[src/rtl/core/assert_macros.svh]
// Assertion macros shared by the RTL; they compile to nothing under SYNTHESIS.
`ifndef ASSERT_MACROS_SVH
`define ASSERT_MACROS_SVH

`ifndef SYNTHESIS

// Clocked property with reset masking.
`define ASSERT_CLK(label, clk, rst, prop) \
  label: assert property (@(posedge clk) disable iff (rst) prop) \
    else $error("%m: assertion failed");

// Condition that must never be seen on a clock edge outside reset.
`define ASSERT_NEVER(label, clk, rst, expr) \
  label: assert property (@(posedge clk) disable iff (rst) !(expr)) \
    else $error("%m: forbidden condition seen");

`else

`define ASSERT_CLK(label, clk, rst, prop)
`define ASSERT_NEVER(label, clk, rst, expr)

`endif

`endif

[src/rtl/core/stbs_pkg.sv]
// Shared constants and types of the sorted table search block.
`timescale 1ns / 1ps

package stbs_pkg;

  localparam int TABLE_DEPTH_DEF = 1024;
  localparam int KEY_W           = 64;
  localparam int IDX_W           = 10;
  localparam int CFG_W           = 11;
  localparam int POS_W           = 10;

  localparam logic OP_WRITE  = 1'b0;
  localparam logic OP_SEARCH = 1'b1;

  // Strobes from the search engine to the key table.
  typedef struct packed {
    logic wr_en;
    logic rd_en;
  } mem_ctl_t;

endpackage

[src/rtl/core/stbs_engine.sv]
// Search sequencer: table writes, one probe per cycle, result register.
`timescale 1ns / 1ps
`include "assert_macros.svh"

module stbs_engine import stbs_pkg::*; #(
  parameter int TABLE_DEPTH = TABLE_DEPTH_DEF,
  localparam int ADDR_W     = $clog2(TABLE_DEPTH),
  localparam int CNT_W      = $clog2(TABLE_DEPTH + 1),
  localparam int CMP_W      = (CNT_W > IDX_W + 1) ? CNT_W : IDX_W + 1
) (
  input  logic              clk,
  input  logic              rst,
  // item channel
  input  logic              in_valid,
  output logic              in_stall,
  input  logic              operation,
  input  logic [IDX_W-1:0]  index,
  input  logic [KEY_W-1:0]  key_value,
  // clamped entry count
  input  logic [CNT_W-1:0]  count,
  // result channel
  output logic              out_valid,
  input  logic              out_stall,
  output logic              found,
  output logic [POS_W-1:0]  position,
  // key table
  output mem_ctl_t          mem_ctl,
  output logic [ADDR_W-1:0] wr_addr,
  output logic [KEY_W-1:0]  wr_data,
  output logic [ADDR_W-1:0] rd_addr,
  input  logic [KEY_W-1:0]  rd_data
);

  typedef enum logic [1:0] {
    ST_IDLE,
    ST_SEEK,
    ST_PROBE
  } state_t;

  state_t             state;
  logic [KEY_W-1:0]   key;
  logic [CNT_W-1:0]   low;
  logic [CNT_W-1:0]   hi;      // one past the inclusive upper bound
  logic [ADDR_W-1:0]  mid;

  logic               accept;
  logic               idx_ok;
  logic               active;
  logic               hit;
  logic               more;
  logic               slot_free;
  logic               done;
  logic [CNT_W-1:0]   mid_ext;
  logic [CNT_W-1:0]   low_next;
  logic [CNT_W-1:0]   hi_next;
  logic [CNT_W-1:0]   mid_wide;

  assign in_stall  = (state != ST_IDLE);
  assign accept    = in_valid && !in_stall;
  assign idx_ok    = CMP_W'(index) < CMP_W'(TABLE_DEPTH);
  assign active    = (state == ST_SEEK) || (state == ST_PROBE);
  assign slot_free = !out_valid || !out_stall;
  assign mid_ext   = CNT_W'(mid);

  assign wr_addr = ADDR_W'(index);
  assign wr_data = key_value;

  // Narrow the range from the entry just read, then pick the next probe.
  always_comb begin
    hit      = 1'b0;
    low_next = low;
    hi_next  = hi;
    if (state == ST_PROBE) begin
      if (key == rd_data) begin
        hit = 1'b1;
      end else if (key < rd_data) begin
        hi_next = mid_ext;
      end else begin
        low_next = mid_ext + CNT_W'(1);
      end
    end
    more     = !hit && (low_next < hi_next);
    mid_wide = low_next + ((hi_next - low_next - CNT_W'(1)) >> 1);
  end

  // search finished and the output register can take its beat
  assign done = active && !more && slot_free;

  assign rd_addr       = ADDR_W'(mid_wide);
  assign mem_ctl.rd_en = active && more;
  assign mem_ctl.wr_en = accept && (operation == OP_WRITE) && idx_ok;

  always_ff @(posedge clk) begin
    if (rst) begin
      state     <= ST_IDLE;
      out_valid <= 1'b0;
    end else begin
      if (done) begin
        out_valid <= 1'b1;
      end else if (out_valid && !out_stall) begin
        out_valid <= 1'b0;
      end
      unique case (state)
        ST_IDLE: begin
          if (accept && (operation == OP_SEARCH)) begin
            key   <= key_value;
            low   <= '0;
            hi    <= count;
            state <= ST_SEEK;
          end
        end
        ST_SEEK, ST_PROBE: begin
          if (more) begin
            low   <= low_next;
            hi    <= hi_next;
            mid   <= ADDR_W'(mid_wide);
            state <= ST_PROBE;
          end else if (slot_free) begin
            found     <= hit;
            position  <= hit ? POS_W'(mid) : '0;
            state     <= ST_IDLE;
          end
        end
        default: begin
          state <= ST_IDLE;
        end
      endcase
    end
  end

  `ASSERT_CLK(a_range_order, clk, rst, (state != ST_IDLE) |-> (low <= hi))
  `ASSERT_CLK(a_mid_in_range, clk, rst,
              (state == ST_PROBE) |-> ((mid_ext >= low) && (mid_ext < hi)))
  `ASSERT_CLK(a_probe_has_read, clk, rst,
              ((state == ST_PROBE) && ($past(state) != ST_PROBE)) |-> $past(mem_ctl.rd_en))
  `ASSERT_NEVER(a_no_write_in_search, clk, rst, active && mem_ctl.wr_en)
  `ASSERT_CLK(a_miss_pos_zero, clk, rst, (out_valid && !found) |-> (position == '0))

endmodule

[config.mk]
export PLATFORM = sky130hd
export DESIGN_NAME = stbs_engine
export DESIGN_NICKNAME = d
export VERILOG_FILES = /design/src/rtl/core/stbs_pkg.sv /design/src/rtl/core/stbs_engine.sv
export VERILOG_INCLUDE_DIRS = /design/src /design/src/rtl/core
export SDC_FILE = /design/constraint.sdc
export NUM_CORES = 1
export LEC_CHECK = 0
export BUFFER_PORTS_ARGS = -buffer_cell sky130_fd_sc_hd__buf_2
export CELL_PAD_IN_SITES_DETAIL_PLACEMENT = 1
export CELL_PAD_IN_SITES_GLOBAL_PLACEMENT = 1
export CORE_ASPECT_RATIO = 2
export CORE_MARGIN = 8
export CORE_UTILIZATION = 35
export DETAILED_ROUTE_END_ITERATION = 16
export GPL_ROUTABILITY_DRIVEN = 0
export GPL_TIMING_DRIVEN = 0
export PLACE_DENSITY = 0.75
export SKIP_CTS_REPAIR_TIMING = 1
export SLEW_MARGIN = 20
export SYNTH_ARGS = -nofsm -noshare
export SYNTH_HDL_FRONTEND = slang
export SYNTH_SLANG_ARGS = --single-unit
[constraint.sdc]
create_clock -name clk -period 7.65 [get_ports clk]
set_input_delay 1.53 -clock clk [delete_from_list [all_inputs] [get_ports clk]]
set_output_delay 1.53 -clock clk [all_outputs]
set_load 0.01 [all_outputs]
; ---- Word-level counts from Yosys, hierarchy flattened
; Cells that the tools add are included.
[word_totals]
reg_bits = 110
input_bits = 154
output_inout_bits = 99
word_cells = 68
[op_classes]
add_sub_neg = 4
order_cmp = 2
eq_ne = 6
n_mux = 20
bitwise = 3
reduce_logical = 25
[ops]
columns = op, count
row1 = $mux W11, 10
row2 = $eq A64 B64 Y1, 1
row3 = $lt A64 B64 Y1, 1
row4 = $pmux W11 S2, 2
row5 = $add A10 B1 Y11 const B, 1
row6 = $lt A11 B11 Y1, 1
row7 = $sub A11 B1 Y11 const B, 1
row8 = $sub A11 B11 Y11, 1
row9 = $add A10 B10 Y10, 1
row10 = $logic_and A1 B1 Y1, 8
row11 = $reduce_and A4 Y1, 2
row12 = $mux W2, 3
row13 = $reduce_and A3 Y1, 2
row14 = $reduce_bool A2 Y1, 3
row15 = $logic_not A1 Y1, 5
row16 = $mux W1, 4
row17 = $ne A2 B2 Y1 const B, 2
row18 = $pmux W2 S2, 1
row19 = $ne A3 B3 Y1 const B, 1
row20 = $not A1 Y1, 3
row21 = $eq A2 B1 Y1 const B, 1
row22 = $eq A2 B2 Y1 const B, 1
row23 = $logic_not A2 Y1, 1
row24 = $logic_or A1 B1 Y1, 2
row25 = other kinds (2), 2

; ---- Depth between registers and ports, before layout
; Gate-level depths: netlist of the first run.
[depth]
ltp_word = 10
mapped_depth = 26
ltp_nobuf = 25

; ---- Worst setup path after synthesis of the first run
; Ideal clock, no wire load.
[synth_path]
path_kind = input to output
startpoint = input rd_data[55]
endpoint = output rd_addr[9]
arrival_time_ns = 6.146
required_time_ns = 6.120
path_slack_ns = -0.026
cell_stages = 25
n_path_buf = 1
path_cell_list = inv_1 -> ha_1 -> nand4_4 -> nor4_4 -> nand4_1 -> a31oi_2 -> nor4_4 -> nor2_2 -> clkbuf_1 -> nand2_1 -> o21ai_0 -> inv_1 -> ha_1 -> a21o_1 -> a21oi_1 -> o21bai_1 -> a21oi_1 -> o21ai_0 -> a21oi_1 -> xnor2_1 -> ha_1 -> or3_1 -> o21ai_0 -> a21oi_1 -> xnor2_1
[synth_via]
elab_chain_len = 7
word_cells_on_any_way = 11
cone_classes = add/sub: 3 / order compare: 1 / eq/ne: 1 / mux: 6
[synth_lines]
columns = item, line_no
row1 = "start, declared", stbs_engine.sv:31  ; input logic [KEY_W-1:0] rd_data
row2 = $lt A64 B64 Y1, stbs_engine.sv:76  ; end else if (key < rd_data) begin
row3 = $mux W11, stbs_engine.sv:76
row4 = $mux W11 *, stbs_engine.sv:74  ; if (key == rd_data) begin
row5 = $mux W11 *, stbs_engine.sv:73  ; if (state == ST_PROBE) begin
row6 = net low_next[2], stbs_engine.sv:54  ; logic [CNT_W-1:0] low_next;
row7 = $sub A11 B11 Y11, stbs_engine.sv:83  ; mid_wide = low_next + ((hi_next - low_next - CNT_W'(1)) >> 1);
row8 = $sub A11 B1 Y11, stbs_engine.sv:83
row9 = $add A10 B10 Y10 *, stbs_engine.sv:83
row10 = "end, declared", stbs_engine.sv:30  ; output logic [ADDR_W-1:0] rd_addr,
; Mark *: on every way through the listed nets, which the timed path passes. The rest lies on a longest branch.

; ---- Final worst setup path of the first run
[layout_path]
startpoint = input rd_data[55]
endpoint = output rd_addr[9]
[layout_via]
elab_chain_len = 7
word_cells_on_any_way = 11
cone_classes = add/sub: 3 / order compare: 1 / eq/ne: 1 / mux: 6
[layout_lines]
columns = item, line_no
row1 = $lt A64 B64 Y1, stbs_engine.sv:76
row2 = $mux W11, stbs_engine.sv:76
row3 = $mux W11, stbs_engine.sv:74
row4 = $mux W11, stbs_engine.sv:73
row5 = $sub A11 B11 Y11, stbs_engine.sv:83
row6 = $sub A11 B1 Y11, stbs_engine.sv:83
row7 = $add A10 B10 Y10 *, stbs_engine.sv:83
; Mark *: on every way between the ends. The rest lies on a longest branch, timed or not.

==> metrics.md, run 1 <==
| Metric | Value |
|---|---|
| Die H | `~220 um` |
| CTS tree | `built` |
| Total global-route track usage | `0.1775` |
| Status | `finished with violations` |
| RSZ-0062 raised after global routing | `true` |
| Setup crit start kind | `input port` |
| Initial DRT Pass Iterations | `6` |
| Kind of end point of the critical path | `output port` |
| Worst hold endpoint | `out_valid$_SDFFE_PP0P_` |
| Final wirelength | `26970 um` |
| Commonest cells post-synth | `edfxtp_1 (107), inv_1 (101), ha_1 (96), buf_4 (74), a21oi_1 (55)` |
| Crit-path most repeated cell | `a21oi_2` |
| Fill count | `2325` |
| Fin Hold WS | `between 400 and 500 ps` |
| Min-delay src | `out_valid$_SDFFE_PP0P_` |
| HP Class | `flop to flop` |
| Final Critical Period | `approximately 8100 ps` |
| Number of remaining DRC errors | `0` |
| Setup TNS | `-1033 ps` |
| CORE AREA | `between 0.02 and 0.025 sq mm` |
| Wire length per cell | `20.94 um` |
| Worst slew pin tran | `between 700 and 800 ps` |
| Max-cap violations | `0` |
| Headroom to the max-slew limit | `0.5185` |
| Post-synth top area share | `0.4334` |
| Synth unique cells | `57` |
| Setup violators final | `4` |
| Syn Inst Count | `703` |
| Clock root buffer | `clkbuf_16` |
| CP arrival | `between 6000 and 7000 ps` |
| Clk sink count | `110` |
| Fmax | `between 100 and 150 MHz` |
| Vias in the first global route | `between 6000 and 7000` |
| Tcrit/Tclk final | `1.057` |
| Critical path peak fanout | `5` |
| Area leader, netlist | `edfxtp_1` |
| Power, Total | `about 3.3 mW` |
| First-pass GRT wire length | `about 36000 um` |
| Cell Area, Placed | `0.009059 sq mm` |
| Pwr/cell area | `311.1 mW/mm^2` |
| Num CTS Buffers | `9` |
| Req. time, crit path | `just over 6000 ps` |
| Final Hold Viols | `0` |
| Die W | `between 100 and 150 um` |
| Setup CP Type | `input port to output port` |
| Skew final | `about 18 ps` |
| IO buf count | `about 240` |
| CP Buf/Inv Count | `4` |
| DP HPWL | `between 20000 and 25000 um` |
| DRT iter0 DRCs | `around 250` |
| Synth area leaders | `edfxtp_1 (43%), ha_1 (16%), buf_4 (7.5%), inv_1 (5.1%), a21oi_1 (3.7%)` |
| Leakage | `roughly 4.9 nW` |
| Hold depth | `2` |
| Cell with the most instances after synthesis | `edfxtp_1` |
| H-tree levels | `3` |
| Slowest cell on crit path | `nor4_4` |
| Yosys synthesis warning count | `0` |
| Post-Syn Nets | `roughly 960` |
| Top_reg_cell synth | `edfxtp_1` |
| Final nets | `1261` |
| Violated checks | `negative setup slack` |
| VDD IR-drop max | `322.3 uV` |
| Reg2Reg Depth | `20` |
| Mapped cell area | `~0.0074 sq mm` |
| Clk pin slew, worst setup/hold paths | `80 ps` |
| Post-route cell area | `~0.011 sq mm` |
| Synthesized area per cell | `10.55 sq um` |
| Vias per cell | `~5` |
| Clk_lat worst skew | `between 300 and 400 ps` |
| Vias post-DR | `6456` |
| CTS Buffer Depth | `2` |
| Count of flip-flops with a built-in enable after synthesis | `107` |
| Syn-to-layout area delta | `45.05%` |
| Total gr overflow | `0` |
| Share of cells above drive strength 1 | `0.5197` |
| Synthesized flop and latch total | `between 100 and 150` |
| Worst Slack Setup Final | `-438.2 ps` |
| Routed Antenna Nets | `0` |
| Reg2reg end | `hi[9]$_DFFE_PP_` |
| Critical R2R Launch | `key[51]$_DFFE_PP_` |
| Crit path from | `rd_data[55]` |
| Seq/Total Area, Yosys | `0.4415` |
| Reg2Reg Setup Slack | `approximately 1900 ps` |
| Crit-path max cell delay | `about 560 ps` |
| Die Area | `between 0.02 and 0.03 sq mm` |
| Initial Utilization | `0.3543` |
| Post-synth ARST share | `0` |
| Initial antenna violation count | `5` |
| Largest net degree at the start of global routing | `23` |
| Slew Viols, Final | `0` |
| Top delay family on crit path | `compound AO/OA/AOI/OAI gates` |
| FP Rows | `between 70 and 80` |
| Num ports | `roughly 250` |
## cell type report
cell class                 instances  area [sq um]  area share
buffer                            81         605.6     0.05632
clock buffer                      10         229.0     0.02129
antenna                            5         12.51    0.001164
clock inverter                     6         111.4     0.01036
tap                              269         336.6     0.03130
timing repair buffer             295          1662      0.1545
sequential                       110          3273      0.3044
multi-input combinational        411          4139      0.3849
inverter                         101         384.1     0.03572
## metal layers
metal | GRT usage | wire (um)
met1 | 0.1499 | 8503
met4 | 0.08049 | 916
met5 | 0 | 0
met3 | 0.03724 | 1121
met2 | 0.3706 | 16430
## worst register-to-register path, stage by stage (launching register included)
cell      delay (ps)
edfxtp_1         450
ha_4             290
a21oi_2          140
o21ai_1          110
a222oi_1         360
o211ai_1         200
nor4_4           560
nand2_2          200
buf_12           210
buf_6            120
mux2i_4          250
ha_4             270
a21o_1           190
a21oi_1          150
o21bai_1         110
a21oi_1          180
o21bai_1          80
a21o_1           210
a211o_2          410
o21ai_1          280
and2_2           630
## state kept, by name, indices dropped and copies added, names as in the netlist
signal	flops
key	64
out_valid	1
position	10
hi	11
found	1
mid	10
state	2
low	11
## worst max path at each step
| stage | end | slack [ps] | cells after the start |
|---|---|---|---|
| 6_report | rd_addr[9] | -440 | 25 |
| 5_1_grt | rd_addr[9] | -610 | 25 |
| 4_1_cts | rd_addr[9] | -1960 | 27 |
| 3_5_place_dp | rd_addr[9] | -1930 | 27 |
| 3_3_place_gp | key[19]$_DFFE_PP_ | -1910 | 2 |
| 2_1_floorplan | rd_addr[9] | 40 | 25 |
## stage by stage
stage	std cells	setup slack (ps)	utilization
floorplan	703	38.62	-
global placement	1214	-1910	0.4283
detailed placement	1224	-1928	0.4329
CTS	1240	-1956	0.4491
global route	1287	-614.6	0.5137
finish	1288	-438.2	0.5138
## logic make-up after synthesis
group	count (synthesis)	synth area share
xor gates and xnor gates	25	0.02954
DFF	110	0.4415
muxes	14	0.01941
AOI/OAI and AO/OA	120	0.09806
adders and majority gates	98	0.1674
buffers and inverters	182	0.1298
and+or+nand+nor	154	0.1143
## power breakdown
| group | switching [mW] | internal, mW | total (mW) |
|---|---|---|---|
| Sequential | 0.0560 | 0.795 | 0.851 |
| Combinational | 1.05 | 0.898 | 1.95 |
| Clock | 0.227 | 0.321 | 0.548 |
## placed cells by master, fill, tap and decap left out, types with 15 or more instances in the layout
cell type,instances
a21oi_1,39
buf_2,241
buf_4,117
edfxtp_1,107
ha_1,61
ha_4,34
inv_1,85
nand2_1,29
nand3_1,16
nand4_1,15
nor2_1,28
No activity file was read; power rests on OpenSTA's default activity.
==> inputs of run 2 (changes only) <==
--- a/config.mk
+++ b/config.mk
@@ -16,6 +16,7 @@
 export GPL_ROUTABILITY_DRIVEN = 0
 export GPL_TIMING_DRIVEN = 0
 export PLACE_DENSITY = 0.75
+export REMOVE_ABC_BUFFERS = 1
 export SKIP_CTS_REPAIR_TIMING = 1
 export SLEW_MARGIN = 20
 export SYNTH_ARGS = -nofsm -noshare
==> run 2 against run 1 <==
  * The run still ends with negative setup slack left
  * Sequential power is 0.7% lower
  * Register-to-register slack improved by 90 ps
  * Clock-buffer cell count down 1
  * Clock skew down 8.7 ps
  * Power decreased by 8.2%
  * First-iteration DRC count is 19% lower
  * Fmax up 2.3%
  * Clock power about the same
  * Setup slack improved by 180 ps
  * Highest routed layer unchanged
==> metrics.md, run 2 (synthesis gave the netlist of run 1 again) <==
| Metric | Value |
|---|---|
| Status | `finished with violations` |
| Violated checks | `negative setup slack` |
| Vias post-DR | `roughly 5800` |
| Tcrit/Tclk final | `1.034` |
| Clock root buffer | `clkbuf_16` |
| Top delay family on crit path | `simple AND/OR/NAND/NOR gates` |
| IO buf count | `232` |
| Slew Viols, Final | `0` |
| Vias in the first global route | `6313` |
| Total global-route track usage | `0.1691` |
| Clk pin slew, worst setup/hold paths | `70 ps` |
| Req. time, crit path | `6120 ps` |
| Largest net degree at the start of global routing | `27` |
| Final nets | `approximately 1200` |
| CP arrival | `around 6400 ps` |
| Initial antenna violation count | `0` |
| Worst slew pin tran | `937.6 ps` |
| Crit-path most repeated cell | `a21oi_2` |
| Commonest non-fill, non-tap cell in the layout | `buf_2` |
| Routed Antenna Nets | `0` |
| Num CTS Buffers | `9` |
| Final Critical Period | `7909 ps` |
| CTS tree | `built` |
| Worst Slack Setup Final | `-259.0 ps` |
| Setup CP Type | `input port to output port` |
| Regs by FF count | `key x64, hi x11, low x11` |
| Placement Setup Slack | `-2056 ps` |
| Crit-path max cell delay | `440 ps` |
| Syn-to-layout area delta | `30.89%` |
| Largest Register | `key` |
| Share of cells above drive strength 1 | `0.4301` |
| RSZ-0062 raised after global routing | `true` |
| VDD IR-drop max | `about 250 uV` |
| CORE AREA | `approximately 0.021 sq mm` |
| Critical path peak fanout | `5` |
| Fin Hold WS | `474.4 ps` |
| Die W | `between 100 and 150 um` |
| Setup violators final | `4` |
| Multi-input logic area | `0.003885 sq mm` |
| Wire length per cell | `19.90 um` |
| Headroom to the max-slew limit | `0.3750` |
| Leakage | `roughly 4.4 nW` |
| Final wirelength | `23440 um` |
| Initial Utilization | `0.3543` |
| Total gr overflow | `0` |
| Max-cap violations | `0` |
| Clk_lat worst skew | `about 360 ps` |
| Num ports | `~250` |
| Initial DRT Pass Iterations | `4` |
| Final Hold Viols | `0` |
| Number of diodes | `0` |
| Fmax | `126.4 MHz` |
| H-tree levels | `3` |
| Die H | `221.8 um` |
| Kind of end point of the critical path | `output port` |
| DRT iter0 DRCs | `206` |
| Number of remaining DRC errors | `0` |
| Fill count | `2362` |
| Max reg flops | `64` |
| Slowest cell on crit path | `nor4_4` |
| DP HPWL | `18820 um` |
| Clk sink count | `110` |
| Vias per cell | `~5.0` |
| CTS Buffer Depth | `2` |
| FP Rows | `75` |
| First-pass GRT wire length | `~34000 um` |
| Reg2Reg Setup Slack | `roughly 2000 ps` |
| Skew final | `9.574 ps` |
| Most frequent cells in the layout | `buf_2 (230), edfxtp_1 (107), inv_1 (89)` |
| Die Area | `roughly 0.026 sq mm` |
| Pwr/cell area | `316.4 mW/mm^2` |
| FF/Latch Area | `around 0.0033 sq mm` |
| Setup crit start kind | `input port` |
| CP Buf/Inv Count | `6` |
| HP Class | `flop to flop` |
-- run 2: changes by cell type in the layout (fill, tap and decap cells not counted), moves of 5 or more --
cell / before / now
clkbuf_1: 6 / 0
ha_1: 61 / 70
diode_2: 5 / 0
buf_2: 241 / 230
buf_4: 117 / 31
ha_4: 34 / 24
nand2_2: 6 / 1
-- run 2: metrics by stage --
stage          total power [mW]  cells  setup TNS [ps]  instance area [sq um]    util
6_report                  3.070   1178          -746.7                   9703  0.4637
5_1_grt                   3.258   1178           -2008                   9703  0.4637
4_1_cts                   2.676   1149          -13130                   8766  0.4189
3_5_place_dp              2.117   1133          -22610                   8428  0.4028
3_3_place_gp              2.080   1123         -160600                   8328  0.3980
2_1_floorplan             1.628    622          -155.2                   6830       -
-- run 2: worst reg2reg max path: stages (launching register included) --
cell and delay, ps:
edfxtp_1 430, ha_4 310, nand4_1 220, nor4_4 440
nand4_1 250, a31oi_4 250, nor4_4 70, buf_6 150
buf_6 130, nor2_4 180, buf_4 160, nand2_1 80
o21ai_4 100, inv_2 80, ha_4 260, a21o_1 200
a21oi_1 220, o21bai_1 110, a21oi_1 180, o21bai_1 90
a21o_1 180, a211o_1 350, o21ai_1 280, and2_2 620
-- run 2: path summary, 6_finish.rpt --
kind / cells past startpoint / from / end
min reg2reg: 2 / out_valid$_SDFFE_PP0P_ / out_valid$_SDFFE_PP0P_
min: 2 / out_valid$_SDFFE_PP0P_ / out_valid$_SDFFE_PP0P_
max reg2reg: 23 / key[27]$_DFFE_PP_ / low[0]$_SDFFCE_PP0P_
max: 27 / rd_data[27] / rd_addr[9]
-- run 2: where the power goes --
part	total, mW	switching, mW	internal [mW]
registers	0.845	0.0502	0.794
clock network	0.545	0.226	0.318
logic	1.68	0.935	0.745
total	3.07	1.21	1.86
-- run 2: cell type report --
class | count | share of cell area
clock buffer | 9 | 0.02321
timing repair buffer | 270 | 0.1534
multi-input combinational | 412 | 0.4004
tap | 269 | 0.03469
sequential | 110 | 0.3373
inverter | 101 | 0.03933
clock inverter | 7 | 0.01161
-- run 2: layer usage --
layer  up-vias  wire [um]  track usage
met5         -          0            0
met4         0        735      0.06530
met3        37        865      0.03162
met2       162      14100       0.3471
met1      2859       7747       0.1545
li1       2789          -            -
